<file path="config.mk">
export PLATFORM = sky130hd
export DESIGN_NAME = arm_relocation_entry_patcher_flat
export DESIGN_NICKNAME = d
export VERILOG_FILES = /design/src/rtl/arep_pkg.sv /design/src/rtl/arep_if.sv /design/src/rtl/arep_ram.sv /design/src/rtl/arep_front.sv /design/src/rtl/arep_queue.sv /design/src/rtl/arep_back.sv /design/src/rtl/arm_relocation_entry_patcher.sv /design/src/flat_wrapper.sv
export SDC_FILE = /design/constraint.sdc
export NUM_CORES = 1
export LEC_CHECK = 0
export BUFFER_PORTS_ARGS = -buffer_cell sky130_fd_sc_hd__buf_2
export CORE_ASPECT_RATIO = 1.25
export CORE_UTILIZATION = 60
export CTS_CLUSTER_SIZE = 14
export DETAILED_ROUTE_END_ITERATION = 12
export GPL_TIMING_DRIVEN = 0
export PLACE_DENSITY = 0.87
export SLEW_MARGIN = 20
export SYNTH_ARGS = -nofsm -noshare
export SYNTH_HDL_FRONTEND = slang
export SYNTH_SLANG_ARGS = --single-unit
</file>
<file path="constraint.sdc">
create_clock -name clk_i -period 6.9 [get_ports clk_i]
set_input_delay 1.38 -clock clk_i [delete_from_list [all_inputs] [get_ports clk_i]]
set_output_delay 1.38 -clock clk_i [all_outputs]
set_load 0.01 [all_outputs]
</file>
<file path="src/rtl/arep_pkg.sv">
// Shared types, codes and patch functions for the relocation entry patcher.
package arep_pkg;

  localparam int MaxSegmentsDef = 8;
  localparam int QueueDepthDef  = 4;

  localparam int CfgIdxW  = 3;
  localparam int CfgDataW = 64;
  localparam int SegW     = 4;
  localparam int CodeW    = 8;
  localparam int DistW    = 4;
  localparam int WordW    = 32;
  localparam int StatusW  = 2;

  typedef enum logic [CfgIdxW-1:0] {
    REG_SEG_COUNT = 3'd0,
    REG_PAIR_A    = 3'd1,
    REG_PAIR_B    = 3'd2,
    REG_PAIR_C    = 3'd3,
    REG_PAIR_D    = 3'd4
  } cfg_reg_e;

  typedef enum logic [StatusW-1:0] {
    ST_OK         = 2'd0,
    ST_BAD_TYPE   = 2'd1,
    ST_BAD_FORMAT = 2'd2
  } status_e;

  localparam logic [CodeW-1:0] CodeNone    = 8'd0;
  localparam logic [CodeW-1:0] CodeAbs32   = 8'd2;
  localparam logic [CodeW-1:0] CodeThmCall = 8'd10;
  localparam logic [CodeW-1:0] CodeTarget1 = 8'd38;
  localparam logic [CodeW-1:0] CodePrel31  = 8'd42;
  localparam logic [CodeW-1:0] CodeMovwAbs = 8'd47;
  localparam logic [CodeW-1:0] CodeMovtAbs = 8'd48;

  localparam logic [SegW-1:0]  FormatZero  = 4'd0;

  localparam logic [WordW-1:0] Prel31Mask   = 32'h7FFF_FFFF;
  localparam logic [WordW-1:0] MovKeepMask  = 32'h8F00_FBF0;
  localparam logic [WordW-1:0] CallKeepMask = 32'hD000_F800;

  typedef enum logic [2:0] {
    K_ABS,
    K_PREL31,
    K_CALL,
    K_MOVW,
    K_MOVT,
    K_BAD
  } kind_e;

  typedef enum logic {
    PH_FIRST,
    PH_SECOND
  } phase_e;

  // One classified entry, waiting for the back end.
  typedef struct packed {
    logic              fmt_bad;
    kind_e             kind1;
    kind_e             kind2;
    logic              has_second;
    logic [WordW-1:0]  sa;
    logic [WordW-1:0]  p1;
    logic [WordW-1:0]  p2;
    logic [WordW-1:0]  d1;
    logic [WordW-1:0]  old1;
    logic [WordW-1:0]  old2;
  } entry_t;

  function automatic kind_e classify(input logic [CodeW-1:0] code);
    kind_e k;
    unique case (code) inside
      CodeAbs32, CodeTarget1: k = K_ABS;
      CodePrel31:             k = K_PREL31;
      CodeThmCall:            k = K_CALL;
      CodeMovwAbs:            k = K_MOVW;
      CodeMovtAbs:            k = K_MOVT;
      default:                k = K_BAD;
    endcase
    return k;
  endfunction

  // MOVW/MOVT immediate: imm4 in [3:0], i in [10], imm3 in [30:28], imm8 in [23:16].
  function automatic logic [WordW-1:0] thumb_imm16(input logic [WordW-1:0] old,
                                                   input logic [15:0] v);
    logic [WordW-1:0] w;
    w = old & MovKeepMask;
    w[23:16] = v[7:0];
    w[30:28] = v[10:8];
    w[10]    = v[11];
    w[3:0]   = v[15:12];
    return w;
  endfunction

  // Thumb BL: imm10 and S in the first halfword, imm11, J1, J2 in the second.
  function automatic logic [WordW-1:0] thumb_call(input logic [WordW-1:0] old,
                                                  input logic [WordW-1:0] d);
    logic [WordW-1:0] w;
    logic             sgn;
    sgn = d[24];
    w = old & CallKeepMask;
    w[9:0]   = d[21:12];
    w[10]    = sgn;
    w[26:16] = d[11:1];
    w[27]    = sgn ^ ~d[22];
    w[29]    = sgn ^ ~d[23];
    return w;
  endfunction

  function automatic logic [WordW-1:0] patch(input kind_e kind,
                                             input logic [WordW-1:0] sa,
                                             input logic [WordW-1:0] d,
                                             input logic [WordW-1:0] old);
    logic [WordW-1:0] w;
    unique case (kind)
      K_ABS:    w = sa;
      K_PREL31: w = d & Prel31Mask;
      K_CALL:   w = thumb_call(old, d);
      K_MOVW:   w = thumb_imm16(old, sa[15:0]);
      K_MOVT:   w = thumb_imm16(old, sa[31:16]);
      default:  w = '0;
    endcase
    return w;
  endfunction

endpackage

</file>
<file path="src/rtl/arep_if.sv">
// Channel interfaces: relocation entries in, patched words out, register writes.
interface arep_in_if;
  import arep_pkg::*;
  logic               valid;
  logic               ready;
  logic [SegW-1:0]    entry_format;
  logic [SegW-1:0]    symbol_seg;
  logic [CodeW-1:0]   first_code;
  logic [SegW-1:0]    patch_seg;
  logic [CodeW-1:0]   second_code;
  logic [DistW-1:0]   second_distance;
  logic [WordW-1:0]   addend_value;
  logic [WordW-1:0]   patch_offset;
  logic [WordW-1:0]   first_old_word;
  logic [WordW-1:0]   second_old_word;

  modport source (
    output valid, entry_format, symbol_seg, first_code, patch_seg, second_code,
           second_distance, addend_value, patch_offset, first_old_word, second_old_word,
    input  ready
  );
  modport sink (
    input  valid, entry_format, symbol_seg, first_code, patch_seg, second_code,
           second_distance, addend_value, patch_offset, first_old_word, second_old_word,
    output ready
  );
endinterface

interface arep_out_if;
  import arep_pkg::*;
  logic               valid;
  logic               ready;
  logic [WordW-1:0]   target_address;
  logic [WordW-1:0]   new_word;
  logic [StatusW-1:0] status;
  logic               last;

  modport source (output valid, target_address, new_word, status, last, input ready);
  modport sink (input valid, target_address, new_word, status, last, output ready);
endinterface

interface arep_cfg_if;
  import arep_pkg::*;
  logic                valid;
  logic                ready;
  logic [CfgIdxW-1:0]  index;
  logic [CfgDataW-1:0] data;

  modport source (output valid, index, data, input ready);
  modport sink (input valid, index, data, output ready);
endinterface

</file>
<file path="src/rtl/arep_ram.sv">
// Generic single-write, single-read RAM with registered read data.
module arep_ram #(
  parameter int WIDTH = 64,
  parameter int DEPTH = 4,
  localparam int AddrW = (DEPTH > 1) ? $clog2(DEPTH) : 1
) (
  input  logic             clk_i,
  input  logic             we_i,
  input  logic [AddrW-1:0] waddr_i,
  input  logic [WIDTH-1:0] wdata_i,
  input  logic [AddrW-1:0] raddr_i,
  output logic [WIDTH-1:0] rdata_o
);

  logic [WIDTH-1:0] mem_q [DEPTH];

  always_ff @(posedge clk_i) begin
    if (we_i) begin
      mem_q[waddr_i] <= wdata_i;
    end
    rdata_o <= mem_q[raddr_i];
  end

endmodule

</file>
<file path="src/rtl/arep_front.sv">
// Front end: segment table, entry acceptance, address math and classification.
module arep_front #(
  parameter int MAX_SEGMENTS = arep_pkg::MaxSegmentsDef,
  parameter int QUEUE_DEPTH  = arep_pkg::QueueDepthDef,
  localparam int CntW = $clog2(QUEUE_DEPTH + 1)
) (
  input  logic            clk_i,
  input  logic            rst_ni,
  arep_cfg_if.sink        cfg_i,
  arep_in_if.sink         in_i,
  input  logic [CntW-1:0] q_count_i,
  output logic            push_o,
  output arep_pkg::entry_t push_data_o
);
  import arep_pkg::*;

  localparam int PairCount = (MAX_SEGMENTS + 1) / 2;
  localparam int PairIdxW  = (PairCount > 1) ? $clog2(PairCount) : 1;
  localparam logic [SegW-1:0] MaxSegs = SegW'(MAX_SEGMENTS);

  typedef struct packed {
    logic              fmt_bad;
    logic              sym_use;
    logic              sym_hi;
    logic              pat_ok;
    logic              pat_use;
    logic              pat_hi;
    kind_e             kind1;
    kind_e             kind2;
    logic              has_second;
    logic [DistW-1:0]  place_gap;
    logic [WordW-1:0]  addend;
    logic [WordW-1:0]  offset;
    logic [WordW-1:0]  old1;
    logic [WordW-1:0]  old2;
  } stage_a_t;

  typedef struct packed {
    logic              fmt_bad;
    kind_e             kind1;
    kind_e             kind2;
    logic              has_second;
    logic [DistW-1:0]  place_gap;
    logic [WordW-1:0]  sa;
    logic [WordW-1:0]  p;
    logic [WordW-1:0]  old1;
    logic [WordW-1:0]  old2;
  } stage_b_t;

  logic [SegW-1:0]      seg_count_q;
  logic [PairCount-1:0] pair_valid_q;
  logic                 pair_we;
  logic [1:0]           cfg_pair;
  logic [SegW-1:0]      count_eff;

  logic [PairIdxW-1:0]  sym_raddr;
  logic [PairIdxW-1:0]  pat_raddr;
  logic [CfgDataW-1:0]  sym_rdata;
  logic [CfgDataW-1:0]  pat_rdata;

  logic                 in_acc;
  logic                 sym_ok;
  logic                 pat_ok;
  logic [CntW:0]        occupied;

  logic                 a_valid_q;
  stage_a_t             a_q;
  logic                 b_valid_q;
  stage_b_t             b_q;

  logic [WordW-1:0]     sym_word;
  logic [WordW-1:0]     pat_word;
  logic [WordW-1:0]     s_val;
  logic [WordW-1:0]     p_val;

  // Register writes: the count lives in flops, base pairs go into the RAMs.
  assign cfg_i.ready = 1'b1;
  assign cfg_pair    = 2'(cfg_i.index - REG_PAIR_A);

  always_comb begin
    pair_we = 1'b0;
    if (cfg_i.valid) begin
      unique case (cfg_i.index) inside
        REG_PAIR_A, REG_PAIR_B, REG_PAIR_C, REG_PAIR_D: begin
          pair_we = (32'(cfg_pair) < PairCount);
        end
        default: pair_we = 1'b0;
      endcase
    end
  end

  always_ff @(posedge clk_i or negedge rst_ni) begin
    if (!rst_ni) begin
      seg_count_q  <= '0;
      pair_valid_q <= '0;
    end else begin
      if (cfg_i.valid && cfg_i.index == REG_SEG_COUNT) begin
        seg_count_q <= cfg_i.data[SegW-1:0];
      end
      if (pair_we) begin
        pair_valid_q[cfg_pair[PairIdxW-1:0]] <= 1'b1;
      end
    end
  end

  assign count_eff = (seg_count_q > MaxSegs) ? MaxSegs : seg_count_q;

  assign sym_raddr = in_i.symbol_seg[PairIdxW:1];
  assign pat_raddr = in_i.patch_seg[PairIdxW:1];

  arep_ram #(
    .WIDTH (CfgDataW),
    .DEPTH (PairCount)
  ) u_sym_ram (
    .clk_i   (clk_i),
    .we_i    (pair_we),
    .waddr_i (cfg_pair[PairIdxW-1:0]),
    .wdata_i (cfg_i.data),
    .raddr_i (sym_raddr),
    .rdata_o (sym_rdata)
  );

  arep_ram #(
    .WIDTH (CfgDataW),
    .DEPTH (PairCount)
  ) u_pat_ram (
    .clk_i   (clk_i),
    .we_i    (pair_we),
    .waddr_i (cfg_pair[PairIdxW-1:0]),
    .wdata_i (cfg_i.data),
    .raddr_i (pat_raddr),
    .rdata_o (pat_rdata)
  );

  // Credit check: every item in flight must find a queue slot.
  assign occupied = (CntW+1)'(q_count_i) + (CntW+1)'(a_valid_q) + (CntW+1)'(b_valid_q);
  assign in_i.ready = (occupied < (CntW+1)'(QUEUE_DEPTH));
  assign in_acc     = in_i.valid && in_i.ready;

  assign sym_ok = (in_i.symbol_seg < count_eff);
  assign pat_ok = (in_i.patch_seg < count_eff);

  always_ff @(posedge clk_i or negedge rst_ni) begin
    if (!rst_ni) begin
      a_valid_q <= 1'b0;
      b_valid_q <= 1'b0;
    end else begin
      a_valid_q <= in_acc;
      b_valid_q <= a_valid_q;
    end
  end

  always_ff @(posedge clk_i) begin
    if (in_acc) begin
      a_q.fmt_bad    <= (in_i.entry_format != FormatZero);
      a_q.sym_use    <= sym_ok && pair_valid_q[sym_raddr];
      a_q.sym_hi     <= in_i.symbol_seg[0];
      a_q.pat_ok     <= pat_ok;
      a_q.pat_use    <= pat_ok && pair_valid_q[pat_raddr];
      a_q.pat_hi     <= in_i.patch_seg[0];
      a_q.kind1      <= classify(in_i.first_code);
      a_q.kind2      <= classify(in_i.second_code);
      a_q.has_second <= (in_i.second_code != CodeNone);
      a_q.place_gap  <= in_i.second_distance;
      a_q.addend     <= in_i.addend_value;
      a_q.offset     <= in_i.patch_offset;
      a_q.old1       <= in_i.first_old_word;
      a_q.old2       <= in_i.second_old_word;
    end
  end

  // Stage A: base words arrive from the RAMs; form S+A and P.
  assign sym_word = a_q.sym_hi ? sym_rdata[63:32] : sym_rdata[31:0];
  assign pat_word = a_q.pat_hi ? pat_rdata[63:32] : pat_rdata[31:0];
  assign s_val    = a_q.sym_use ? sym_word : '0;
  assign p_val    = a_q.pat_use ? pat_word : '0;

  always_ff @(posedge clk_i) begin
    if (a_valid_q) begin
      b_q.fmt_bad    <= a_q.fmt_bad;
      b_q.kind1      <= a_q.kind1;
      b_q.kind2      <= a_q.kind2;
      b_q.has_second <= a_q.has_second;
      b_q.place_gap  <= a_q.place_gap;
      b_q.sa         <= s_val + a_q.addend;
      b_q.p          <= a_q.pat_ok ? (p_val + a_q.offset) : '0;
      b_q.old1       <= a_q.old1;
      b_q.old2       <= a_q.old2;
    end
  end

  // Stage B: relative distance for the first place and the second address.
  assign push_o = b_valid_q;

  always_comb begin
    push_data_o.fmt_bad    = b_q.fmt_bad;
    push_data_o.kind1      = b_q.kind1;
    push_data_o.kind2      = b_q.kind2;
    push_data_o.has_second = b_q.has_second;
    push_data_o.sa         = b_q.sa;
    push_data_o.p1         = b_q.p;
    push_data_o.p2         = b_q.p + WordW'({b_q.place_gap, 1'b0});
    push_data_o.d1         = b_q.sa - b_q.p;
    push_data_o.old1       = b_q.old1;
    push_data_o.old2       = b_q.old2;
  end

endmodule

</file>
<file path="src/rtl/arep_queue.sv">
// Short FIFO of classified entries between the front and back ends.
module arep_queue #(
  parameter int DEPTH = arep_pkg::QueueDepthDef,
  localparam int CntW = $clog2(DEPTH + 1),
  localparam int PtrW = (DEPTH > 1) ? $clog2(DEPTH) : 1
) (
  input  logic             clk_i,
  input  logic             rst_ni,
  input  logic             push_i,
  input  arep_pkg::entry_t push_data_i,
  input  logic             pop_i,
  output logic             head_valid_o,
  output arep_pkg::entry_t head_o,
  output logic [CntW-1:0]  count_o
);
  import arep_pkg::*;

  localparam logic [PtrW-1:0] LastPtr = PtrW'(DEPTH - 1);

  entry_t          mem_q [DEPTH];
  logic [PtrW-1:0] wr_ptr_q;
  logic [PtrW-1:0] rd_ptr_q;
  logic [CntW-1:0] count_q;
  logic            do_pop;

  assign head_valid_o = (count_q != '0);
  assign head_o       = mem_q[rd_ptr_q];
  assign count_o      = count_q;
  assign do_pop       = pop_i && head_valid_o;

  always_ff @(posedge clk_i) begin
    if (push_i) begin
      mem_q[wr_ptr_q] <= push_data_i;
    end
  end

  always_ff @(posedge clk_i or negedge rst_ni) begin
    if (!rst_ni) begin
      wr_ptr_q <= '0;
      rd_ptr_q <= '0;
      count_q  <= '0;
    end else begin
      if (push_i) begin
        wr_ptr_q <= (wr_ptr_q == LastPtr) ? '0 : wr_ptr_q + 1'b1;
      end
      if (do_pop) begin
        rd_ptr_q <= (rd_ptr_q == LastPtr) ? '0 : rd_ptr_q + 1'b1;
      end
      case ({push_i, do_pop})
        2'b10:   count_q <= count_q + 1'b1;
        2'b01:   count_q <= count_q - 1'b1;
        default: count_q <= count_q;
      endcase
    end
  end

endmodule

</file>
<file path="src/rtl/arep_back.sv">
// Back end: emits one or two patched-word beats per entry from the queue head.
module arep_back (
  input  logic             clk_i,
  input  logic             rst_ni,
  input  logic             head_valid_i,
  input  arep_pkg::entry_t head_i,
  output logic             pop_o,
  output logic             second_o,
  arep_out_if.source       out_o
);
  import arep_pkg::*;

  phase_e            state_q;
  phase_e            state_d;
  logic              load;
  logic [WordW-1:0]  d2;

  logic              out_valid_q;
  logic [WordW-1:0]  addr_q;
  logic [WordW-1:0]  word_q;
  status_e           status_q;
  logic              last_q;

  logic [WordW-1:0]  addr_d;
  logic [WordW-1:0]  word_d;
  status_e           status_d;
  logic              last_d;

  assign load = head_valid_i && (!out_valid_q || out_o.ready);
  assign d2   = head_i.sa - head_i.p2;

  always_ff @(posedge clk_i or negedge rst_ni) begin
    if (!rst_ni) begin
      state_q <= PH_FIRST;
    end else begin
      state_q <= state_d;
    end
  end

  always_comb begin
    state_d  = state_q;
    pop_o    = 1'b0;
    addr_d   = head_i.p1;
    word_d   = '0;
    status_d = ST_OK;
    last_d   = 1'b1;
    unique case (state_q)
      PH_FIRST: begin
        if (head_i.fmt_bad) begin
          addr_d   = '0;
          status_d = ST_BAD_FORMAT;
          pop_o    = load;
        end else if (head_i.kind1 == K_BAD) begin
          status_d = ST_BAD_TYPE;
          pop_o    = load;
        end else begin
          word_d = patch(head_i.kind1, head_i.sa, head_i.d1, head_i.old1);
          last_d = !head_i.has_second;
          if (load) begin
            if (head_i.has_second) begin
              state_d = PH_SECOND;
            end else begin
              pop_o = 1'b1;
            end
          end
        end
      end
      PH_SECOND: begin
        addr_d   = head_i.p2;
        word_d   = patch(head_i.kind2, head_i.sa, d2, head_i.old2);
        status_d = (head_i.kind2 == K_BAD) ? ST_BAD_TYPE : ST_OK;
        if (load) begin
          pop_o   = 1'b1;
          state_d = PH_FIRST;
        end
      end
      default: state_d = PH_FIRST;
    endcase
  end

  // Output register: hold the beat until the sink takes it.
  always_ff @(posedge clk_i or negedge rst_ni) begin
    if (!rst_ni) begin
      out_valid_q <= 1'b0;
    end else if (load) begin
      out_valid_q <= 1'b1;
    end else if (out_o.ready) begin
      out_valid_q <= 1'b0;
    end
  end

  always_ff @(posedge clk_i) begin
    if (load) begin
      addr_q   <= addr_d;
      word_q   <= word_d;
      status_q <= status_d;
      last_q   <= last_d;
    end
  end

  assign out_o.valid          = out_valid_q;
  assign out_o.target_address = addr_q;
  assign out_o.new_word       = word_q;
  assign out_o.status         = status_q;
  assign out_o.last           = last_q;
  assign second_o             = (state_q == PH_SECOND);

endmodule

</file>
<file path="src/rtl/arm_relocation_entry_patcher.sv">
// Top level of the ARM relocation entry patcher.
//
// Usage: software loads the segment table through cfg_i (index 0 is the
// valid segment count, indexes 1..4 are base pairs: low word is the even
// segment, high word the odd one). Write it only while the block is idle.
// Each beat on in_i is one format-0 relocation entry with the current
// words at its patch places; out_o returns the patched words with their
// addresses, one beat per place, last set on the final beat of an entry.
// An unknown format or first code gives a single error beat with last set.
//
// The first result beat of an entry passes through the segment RAM read,
// the address adds, the queue and the output register.
// Throughput: one entry per cycle for single-place entries while out_o is
// ready; an entry with a second place adds a beat on the result channel.
//
// Reset clears the segment count and base valid bits (every segment reads
// as invalid, unwritten bases read as zero), empties the queue and drops
// out_o.valid. When the sink stalls, the output register holds its beat,
// the queue fills, and in_i.ready falls once queued plus in-flight entries
// reach the queue depth.
module arm_relocation_entry_patcher #(
  parameter int MAX_SEGMENTS = arep_pkg::MaxSegmentsDef,
  parameter int QUEUE_DEPTH  = arep_pkg::QueueDepthDef
) (
  input  logic        clk_i,
  input  logic        rst_ni,
  arep_cfg_if.sink    cfg_i,
  arep_in_if.sink     in_i,
  arep_out_if.source  out_o
);
  import arep_pkg::*;

  localparam int CntW = $clog2(QUEUE_DEPTH + 1);

  logic            push;
  entry_t          push_data;
  logic            pop;
  logic            head_valid;
  entry_t          head;
  logic [CntW-1:0] q_count;
  logic            second_pending;

  // Front end: accept, look up bases, compute S+A, P, P2 and classify codes.
  arep_front #(
    .MAX_SEGMENTS (MAX_SEGMENTS),
    .QUEUE_DEPTH  (QUEUE_DEPTH)
  ) u_front (
    .clk_i       (clk_i),
    .rst_ni      (rst_ni),
    .cfg_i       (cfg_i),
    .in_i        (in_i),
    .q_count_i   (q_count),
    .push_o      (push),
    .push_data_o (push_data)
  );

  // Decoupling queue: the front never pushes without a free slot.
  arep_queue #(
    .DEPTH (QUEUE_DEPTH)
  ) u_queue (
    .clk_i        (clk_i),
    .rst_ni       (rst_ni),
    .push_i       (push),
    .push_data_i  (push_data),
    .pop_i        (pop),
    .head_valid_o (head_valid),
    .head_o       (head),
    .count_o      (q_count)
  );

  // Back end: patch words and drive one beat per place.
  arep_back u_back (
    .clk_i        (clk_i),
    .rst_ni       (rst_ni),
    .head_valid_i (head_valid),
    .head_i       (head),
    .pop_o        (pop),
    .second_o     (second_pending),
    .out_o        (out_o)
  );

`ifndef SYNTH
  // The credit check keeps a slot free for every entry in the pipeline.
  a_no_overflow: assert property (@(posedge clk_i) disable iff (!rst_ni)
    push |-> (q_count < CntW'(QUEUE_DEPTH)))
    else $error("queue push while full");

  // The second place is only worked on while its entry sits at the head.
  a_second_has_head: assert property (@(posedge clk_i) disable iff (!rst_ni)
    second_pending |-> head_valid)
    else $error("second phase without queued entry");

  // Error beats always close their entry.
  a_error_is_last: assert property (@(posedge clk_i) disable iff (!rst_ni)
    (out_o.valid && out_o.status != ST_OK) |-> out_o.last)
    else $error("error beat without last");

  // A bad format reports no address or data.
  a_format_zeroed: assert property (@(posedge clk_i) disable iff (!rst_ni)
    (out_o.valid && out_o.status == ST_BAD_FORMAT) |->
      (out_o.target_address == '0 && out_o.new_word == '0))
    else $error("format error beat carries data");
`endif

endmodule
</file>
<file path="src/flat_wrapper.sv">
// flat-port wrapper written by rule: the top's interface ports become plain ports
module arm_relocation_entry_patcher_flat import arep_pkg::*;
#(
  parameter int MAX_SEGMENTS = arep_pkg::MaxSegmentsDef,
  parameter int QUEUE_DEPTH  = arep_pkg::QueueDepthDef
)
  (clk_i, rst_ni, cfg_i_valid, cfg_i_index, cfg_i_data, cfg_i_ready, in_i_valid, in_i_entry_format, in_i_symbol_seg, in_i_first_code, in_i_patch_seg, in_i_second_code, in_i_second_distance, in_i_addend_value, in_i_patch_offset, in_i_first_old_word, in_i_second_old_word, in_i_ready, out_o_valid, out_o_target_address, out_o_new_word, out_o_status, out_o_last, out_o_ready);
  arep_cfg_if cfg_i_i ();
  arep_in_if in_i_i ();
  arep_out_if out_o_i ();
  input  logic clk_i;
  input  logic rst_ni;
  input wire logic [$bits(cfg_i_i.valid)-1:0] cfg_i_valid;
  input wire logic [$bits(cfg_i_i.index)-1:0] cfg_i_index;
  input wire logic [$bits(cfg_i_i.data)-1:0] cfg_i_data;
  output wire logic [$bits(cfg_i_i.ready)-1:0] cfg_i_ready;
  input wire logic [$bits(in_i_i.valid)-1:0] in_i_valid;
  input wire logic [$bits(in_i_i.entry_format)-1:0] in_i_entry_format;
  input wire logic [$bits(in_i_i.symbol_seg)-1:0] in_i_symbol_seg;
  input wire logic [$bits(in_i_i.first_code)-1:0] in_i_first_code;
  input wire logic [$bits(in_i_i.patch_seg)-1:0] in_i_patch_seg;
  input wire logic [$bits(in_i_i.second_code)-1:0] in_i_second_code;
  input wire logic [$bits(in_i_i.second_distance)-1:0] in_i_second_distance;
  input wire logic [$bits(in_i_i.addend_value)-1:0] in_i_addend_value;
  input wire logic [$bits(in_i_i.patch_offset)-1:0] in_i_patch_offset;
  input wire logic [$bits(in_i_i.first_old_word)-1:0] in_i_first_old_word;
  input wire logic [$bits(in_i_i.second_old_word)-1:0] in_i_second_old_word;
  output wire logic [$bits(in_i_i.ready)-1:0] in_i_ready;
  output wire logic [$bits(out_o_i.valid)-1:0] out_o_valid;
  output wire logic [$bits(out_o_i.target_address)-1:0] out_o_target_address;
  output wire logic [$bits(out_o_i.new_word)-1:0] out_o_new_word;
  output wire logic [$bits(out_o_i.status)-1:0] out_o_status;
  output wire logic [$bits(out_o_i.last)-1:0] out_o_last;
  input wire logic [$bits(out_o_i.ready)-1:0] out_o_ready;
  assign cfg_i_i.valid = cfg_i_valid;
  assign cfg_i_i.index = cfg_i_index;
  assign cfg_i_i.data = cfg_i_data;
  assign cfg_i_ready = cfg_i_i.ready;
  assign in_i_i.valid = in_i_valid;
  assign in_i_i.entry_format = in_i_entry_format;
  assign in_i_i.symbol_seg = in_i_symbol_seg;
  assign in_i_i.first_code = in_i_first_code;
  assign in_i_i.patch_seg = in_i_patch_seg;
  assign in_i_i.second_code = in_i_second_code;
  assign in_i_i.second_distance = in_i_second_distance;
  assign in_i_i.addend_value = in_i_addend_value;
  assign in_i_i.patch_offset = in_i_patch_offset;
  assign in_i_i.first_old_word = in_i_first_old_word;
  assign in_i_i.second_old_word = in_i_second_old_word;
  assign in_i_ready = in_i_i.ready;
  assign out_o_valid = out_o_i.valid;
  assign out_o_target_address = out_o_i.target_address;
  assign out_o_new_word = out_o_i.new_word;
  assign out_o_status = out_o_i.status;
  assign out_o_last = out_o_i.last;
  assign out_o_i.ready = out_o_ready;
  arm_relocation_entry_patcher #(.MAX_SEGMENTS(MAX_SEGMENTS), .QUEUE_DEPTH(QUEUE_DEPTH)) u_core (.clk_i(clk_i), .rst_ni(rst_ni), .cfg_i(cfg_i_i), .in_i(in_i_i), .out_o(out_o_i));
endmodule
</file>
# [Word-level counts from Yosys, hierarchy flattened]
# Memories as Yosys holds them, arrays and structs flattened. A register that Yosys moved wholly into a read port is not among the register bits.
# Index checks and enable logic that the tools add are counted.
[totals] ff_bits=371 latchBits=0 ram_bits=1312 rom_bits=0 inputBits=232 out_inout_bits=70 elab_cells=168 n_memories=3
[op_classes] n_addsub=12 mul=0 div_mod_pow=0 order_cmp=8 n_eq_ne=30 shift=0 n_mux=47 n_bitwise=10 reduce_logical=22
[mem_list] memory="u_core.u_queue.mem_q" depth=4 word_bits=200 read_ports=1 rd_clocked_by_memory_dff=0 write_ports=1 line="arep_queue.sv:20" text="entry_t mem_q [DEPTH];"
[mem_list] memory="u_core.u_front.u_pat_ram.mem_q" depth=4 word_bits=64 read_ports=1 rd_clocked_by_memory_dff=1 write_ports=1 line="arep_ram.sv:15" text="logic [WIDTH-1:0] mem_q [DEPTH];"
[mem_list] memory="u_core.u_front.u_sym_ram.mem_q" depth=4 word_bits=64 read_ports=1 rd_clocked_by_memory_dff=1 write_ports=1 line="arep_ram.sv:15"
[op_table] cell="32-bit case mux with 5 select lines" count=2
[op_table] cell="32-bit 2-to-1 mux" count=7
[op_table] cell="32-bit case mux with 2 select lines" count=2
[op_table] cell="32-bit adder" count=2
[op_table] cell="8-bit by 6-bit == test with 1-bit output, second input constant" count=8
[op_table] cell="32-bit by 5-bit adder with 32-bit output" count=1
[op_table] cell="32-bit subtractor" count=1
[op_table] cell="31-bit subtractor" count=1
[op_table] cell="3-bit case mux with 5 select lines" count=2
[op_table] cell="1-bit 2-to-1 mux" count=23
[op_table] cell="3-bit by 2-bit == test with 1-bit output, second input constant" count=6
[op_table] cell="8-bit by 2-bit == test with 1-bit output, second input constant" count=2
[op_table] cell="8-bit by 4-bit == test with 1-bit output, second input constant" count=2
[op_table] cell="3-bit == test, second input constant" count=5
[op_table] cell="3-bit by 1-bit == test with 1-bit output, second input constant" count=3
[op_table] cell="3-bit zero test" count=3
[op_table] cell="2-bit by 3-bit < comparator with 1-bit output, second input constant" count=3
[op_table] cell="4-bit < comparator" count=2
[op_table] cell="8-bit nonzero test" count=1
[op_table] cell="1-bit logical AND" count=7
[op_table] cell="2-bit == test, second input constant" count=3
[op_table] cell="2-bit 2-to-1 mux" count=3
[op_table] cell="3-bit case mux with 2 select lines" count=1
[op_table] cell="1-bit NOT" count=5
[op_table] cell="other kinds (25)" count=34

# [Longest topological paths before layout]
[depth] word_depth=10 depth_mapped=19 mapped_depth_nobuf=14

# [Hierarchy]
# A second synthesis with hierarchy kept.
[unflattened] cells_unflattened=4169 area_unflattened_um2=74756.7
[by_module_without_submodules] module="arep_queue" instances=1 cells_each=1084 area_per_inst_um2=29427.0 seq_area_each_um2=24198.2
[by_module_without_submodules] module="arep_ram" instances=2 cells_each=402 area_per_inst_um2=10622.7 seq_area_each_um2=8968.6
[by_module_without_submodules] module="arep_front" instances=1 cells_each=1482 area_per_inst_um2=17251.5 seq_area_each_um2=8808.4
[by_module_without_submodules] module="arep_back" instances=1 cells_each=799 area_per_inst_um2=6832.8 seq_area_each_um2=2062.0

# [Least setup slack after synthesis]
# OpenSTA, ideal clock, no wires.
[synth_path] path_kind="input to register" start="input out_o_ready" end="register u_core.u_queue.count_q[2] (netlist: u_core.u_queue.count_o[2])" setup_ns=0.079 arrival_ns=6.204 required_ns=6.821 slack_ns=0.616 cell_stages=9 path_buffers=0 path_cell_list="inv_1 a21oi_1 nor2b_1 ha_1 inv_1 fa_1 xor2_1 nor2_1 xor2_1"
[synth_between] elab_chain_len=9 word_cells_on_any_way=12 classes_between="eq/ne (2); mux (6); reduce/logical (4)"
[synth_rtl] element="from (decl)" line="flat_wrapper.sv:34" text="input wire logic [$bits(out_o_i.ready)-1:0] out_o_ready;"
[synth_rtl] element="1-bit logical OR *" line="arep_back.sv:29" text="assign load = head_valid_i && (!out_valid_q || out_o.ready);"
[synth_rtl] element="1-bit logical AND *" line="arep_back.sv:29"
[synth_rtl] element="via u_core.u_back.load" line="arep_back.sv:15" text="logic load;"
[synth_rtl] element="1-bit 2-to-1 mux" line="arep_back.sv:59" text="if (load) begin"
[synth_rtl] element="1-bit 2-to-1 mux" line="arep_back.sv:53" text="end else if (head_i.kind1 == K_BAD) begin"
[synth_rtl] element="1-bit 2-to-1 mux" line="arep_back.sv:49" text="if (head_i.fmt_bad) begin"
[synth_rtl] element="1-bit case mux with 2 select lines *" line="arep_back.sv:47" text="unique case (state_q)"
[synth_rtl] element="1-bit logical AND *" line="arep_queue.sv:29" text="assign do_pop = pop_i && head_valid_o;"
[synth_rtl] element="via u_core.u_queue.do_pop" line="arep_queue.sv:24" text="logic do_pop;"
[synth_rtl] element="2-bit by 1-bit == test with 1-bit output or 2-bit == test (tied branches)" line="arep_queue.sv:49" text="case ({push_i, do_pop})"
[synth_rtl] element="3-bit case mux with 2 select lines or 2-bit nonzero test (tied branches)"
[synth_rtl] element="to (signal assigned)" line="arep_queue.sv:50" text="2'b10: count_q <= count_q + 1'b1;"
[synth_rtl] element="to (signal assigned)" line="arep_queue.sv:51" text="2'b01: count_q <= count_q - 1'b1;"
[synth_rtl] element="to (signal assigned)" line="arep_queue.sv:52" text="default: count_q <= count_q;"
[synth_rtl] element="to (decl)" line="arep_queue.sv:23" text="logic [CntW-1:0] count_q;"
# Mark *: on every way through the listed nets, which the timed path passes. The rest lies on a longest branch.
# A chain may end at the register's enable or synchronous reset.

# [Worst setup path after layout]
[layout_path] start="register u_core.u_queue.rd_ptr_q[1]" end="register u_core.u_back.word_q[8] (netlist: u_core.u_back.out_o.new_word[8]), data pin"
[layout_between] elab_chain_len=6 word_cells_on_any_way=18 classes_between="add/sub (1); eq/ne (9); mux (5); reduce/logical (2); memory (1)"
[layout_rtl] element="from (decl)" line="arep_queue.sv:22" text="logic [PtrW-1:0] rd_ptr_q;"
[layout_rtl] element="from (signal assigned)" line="arep_queue.sv:47" text="rd_ptr_q <= (rd_ptr_q == LastPtr) ? '0 : rd_ptr_q + 1'b1;"
[layout_rtl] element="memory read 4 x 200 bit *"
[layout_rtl] element="parallel branches: the longest is 4 deep, another holds 31-bit subtractor"
[layout_rtl] element="32-bit case mux with 2 select lines *" line="arep_back.sv:47"
[layout_rtl] element="via u_core.u_back.word_d[8]" line="arep_back.sv:25" text="logic [WordW-1:0] word_d;"
[layout_rtl] element="to (signal assigned)" line="arep_back.sv:95" text="word_q <= word_d;"
[layout_rtl] element="to (decl)" line="arep_back.sv:20" text="logic [WordW-1:0] word_q;"
# Mark *: on every way through the listed nets, which the timed path passes.

==> results.cfg <==
[critical_path]
start_kind = flip-flop
crit_slowest_cell = xor2_1
cp_max_fo = 10
cp.arrival_ns = 6.98
cp_slowest_stage_delay_ns = 0.65
path_cells = buf_2 -> buf_6 -> buf_4 -> clkbuf_1 -> buf_2 -> mux4_2 -> ha_1 -> fa_1 -> nand2b_1 -> a21oi_1 -> o21ai_0 -> a21oi_1 -> xor2_1 -> a211oi_1 -> nor3_1 -> a211oi_2 -> o21ai_1
crit_type = reg2reg
endpoint_kind = flip-flop
critPathTopFamily = buffers and inverters
critPathBufInv = 5
required_ns = 7.50

[sta]
hold_ws_ns = 0.419
max_freq_mhz = 157
layout_setup_ws_ns = 0.515
rsz0062_at_grt = false
tightest_slew_ns = 1.17
hold_viol = 0
layout_worst_path_cycle_share = 0.925
maxSlewViolCount = 0
setup_viol = 0
fin_skew_ns = 0.0322
min_period_ns = 6.39
max-slew-margin-rel = 0.205

[outcome]
outcome = completed

[global_routing]
grt_pass1_vias = 36600
grt_overflow = 0
grt_max_degree = 55
grt_pass1_wl_mm = 244
antenna_found_initial = 5
track_usage = 0.340

[synthesis]
avgSynthCellArea_um2 = 16.8
synth_nets = 3906
ys_warn_count = 0
ys_ff_latch = 1379
ys.flop_type = edfxtp_1
async_flop_share = 0.0138
synth-edff-count = 1232
ys_seq_area_frac = 0.676
netlist_area_mm2 = 0.0592
ys_types = 97
syn_inst = 3529

[final_layout]
fillCellCount = 6004
layout-drive-gt1-share = 0.234
final_core_util = 0.691
nets = 4343
area_delta_synth_final_pct = 14.0

[floorplanning]
core_region_area_mm2 = 0.0977
start_util = 0.606
pin_count = 302
fp-row-count = 128
dieArea_mm2 = 0.100
die_x_um = 283
die_h_um = 353

[placement]
place_hpwl_mm = 119
gp_congestion = 0.988
numPortBuffers = 272
place_ws_ns = 0.794

[min_path]
hold_class = reg2reg

[power]
p_leak_uw = 0.0238
p_seq_frac = 0.367
p_int_uw = 20400
ir_drop_mv = 0.304
swShare = 0.388
cellPowerDensity_mw_per_mm2 = 493
p_switching_uw = 12900
p_clk_frac = 0.224
combPwrFrac = 0.410

[route]
vias = 35500
antenna_left = 0
viasPerCell = 6.60
wl_per_cell_um = 31.4
first_pass_iters = 6
drt_iter0_drc = 3962
routed_wl_mm = 169
drcViolationCount = 0

[cts]
cts_tree = yes
cts_root_buffer = clkbuf_16
clk_latency_ns = 0.79
htreeDepth = 4
cts_num_sinks = 1379
cts_setup_buffers = 0
cts_resized = 0
cts_made_buffers = 134
clk_pin_slew_ns = 0.06
hold_buffers = 0
clockBufferDepth = 3

[job]
max_cap_viol_count = 0
[worst paths after layout]
check / start / end / slack [ns] / depth (start not counted)
max: u_core.u_queue.rd_ptr_q[1] / u_core.u_back.out_o.new_word[8] / 0.51 / 17
min: u_core.u_front.a_q[130] / u_core.u_front.b_q[130] / 0.42 / 0
max reg2reg: u_core.u_queue.rd_ptr_q[1] / u_core.u_back.out_o.new_word[8] / 0.51 / 17
min reg2reg: u_core.u_front.a_q[130] / u_core.u_front.b_q[130] / 0.42 / 0
max in group asynchronous: rst_ni / u_core.u_front.a_valid_q / 5.64 / 1
min in group asynchronous: rst_ni / u_core.u_queue.wr_ptr_q[0] / 0.67 / 1
[through the flow]
stage	TNS, ns	instance area [um2]	std cells	power [uW]
after floorplan	0	59200	3529	20300
after global placement	-976.65	62200	5101	25300
after detailed placement	0	63000	5130	25500
after CTS	0	67500	5372	33000
after global routing	0	67500	5373	34200
final	0	67500	5374	33300
[state kept, by name, summed over array words and instances, names as in the netlist, 2 cells and up]
signal and cells:
u_core.u_front.a_q 117, u_core.u_front.u_sym_ram.mem_q 256, u_core.u_front.seg_count_q 4, u_core.u_front.u_pat_ram.rdata_o 64
u_core.u_queue.count_o 3, u_core.u_front.pair_valid_q 4, u_core.u_front.u_sym_ram.rdata_o 64, u_core.u_back.out_o.new_word 32
u_core.u_queue.mem_q 680, u_core.u_front.push_data_o 108, u_core.u_back.out_o.target_address 32, u_core.u_queue.rd_ptr_q 2
u_core.u_back.out_o.status 2, u_core.u_queue.wr_ptr_q 2, u_core.u_front.b_q 4
[synthesized netlist by cell type (31+ instances only)]
| cell | number | area share |
|---|---|---|
| a22oi_1 | 37 | 0.0047 |
| nor2b_1 | 75 | 0.0079 |
| inv_1 | 108 | 0.0068 |
| a21oi_1 | 158 | 0.013 |
| mux4_2 | 301 | 0.11 |
| ha_1 | 139 | 0.029 |
| clkbuf_1 | 64 | 0.0041 |
| nor3_1 | 31 | 0.0026 |
| nand2_1 | 167 | 0.011 |
| o21ai_0 | 118 | 0.010 |
| buf_2 | 32 | 0.0027 |
| dfxtp_1 | 128 | 0.043 |
| mux2i_1 | 101 | 0.017 |
| nand3_1 | 40 | 0.0034 |
| nor2_1 | 107 | 0.0068 |
| edfxtp_1 | 1232 | 0.62 |
| xnor2_1 | 113 | 0.017 |
| a21o_1 | 52 | 0.0066 |
| and2_1 | 36 | 0.0038 |
[cells by family (layout without fill, tap and decap cells)]
| logic type | count (synthesis) | count (layout) | synth area share |
|---|---|---|---|
| other | 1 | 3 | 0.0000633 |
| and+or+nand+nor | 604 | 604 | 0.0530 |
| AOI/OAI and AO/OA | 585 | 585 | 0.0644 |
| adders and majority gates | 145 | 145 | 0.0314 |
| xor gates and xnor gates | 142 | 142 | 0.0210 |
| buffers and inverters | 253 | 796 | 0.0194 |
| muxes | 420 | 420 | 0.135 |
| DFF | 1379 | 1379 | 0.676 |
[cells in the final DEF (no fill, tap or decap), types with 24 or more instances in the layout]
cell type | synthesis | layout
nand3_1 | 40 | 40
inv_1 | 108 | 108
edfxtp_1 | 1232 | 1232
buf_2 | 32 | 304
or3b_2 | 30 | 30
nand2_1 | 167 | 167
xnor2_1 | 113 | 111
a22oi_1 | 37 | 37
mux4_2 | 301 | 301
nand2b_1 | 30 | 30
and2_1 | 36 | 31
a21o_1 | 52 | 52
nor3_1 | 31 | 31
o21ai_0 | 118 | 118
clkbuf_1 | 64 | 90
nor2_1 | 107 | 106
dfxtp_1 | 128 | 128
ha_1 | 139 | 139
o22ai_1 | 27 | 27
mux2i_1 | 101 | 101
o21a_1 | 24 | 24
a21oi_1 | 158 | 157
xor2_1 | 29 | 29
clkbuf_16 | 0 | 137
nor2b_1 | 75 | 75
[final cells by class]
class	count	area, um2	share of cell area
sequential	1379	40000	0.593
multi-input combinational	1897	18100	0.268
clock buffer	173	3650	0.0541
timing repair buffer	301	2110	0.0312
tap	1300	1630	0.0241
clock inverter	69	811	0.0120
buffer	145	744	0.0110
inverter	108	405	0.00600
antenna	2	5.00	0.0000741
[per-layer routing]
layer | routed length [um] | vias to the layer above | part of all wire | track usage
li1 | - | 14900 | - | -
met1 | 57100 | 18000 | 0.34 | 0.387
met2 | 88100 | 2108 | 0.52 | 0.601
met3 | 12500 | 494 | 0.074 | 0.0599
met4 | 11100 | 0 | 0.066 | 0.202
met5 | 0 | - | 0 | 0
[power groups by stage]
stage | clock network, uW | registers [uW] | logic [uW]
floorplan | 0 | 12300 | 8070
global placement | 0 | 12600 | 12700
detailed placement | 0 | 12300 | 13200
CTS | 7490 | 12200 | 13300
global route | 7800 | 12300 | 14100
finish | 7440 | 12200 | 13600
[worst reg2reg max path, stage by stage, from the launching register on]
cell and delay, ns:
dfrtp_1 0.59, buf_2 0.29, buf_6 0.24, buf_4 0.27
clkbuf_1 0.55, buf_2 0.64, mux4_2 0.46, ha_1 0.25
fa_1 0.45, nand2b_1 0.19, a21oi_1 0.45, o21ai_0 0.23
a21oi_1 0.24, xor2_1 0.65, a211oi_1 0.13, nor3_1 0.29
a211oi_2 0.08, o21ai_1 0.23
Power figures use the tool's default switching activity.
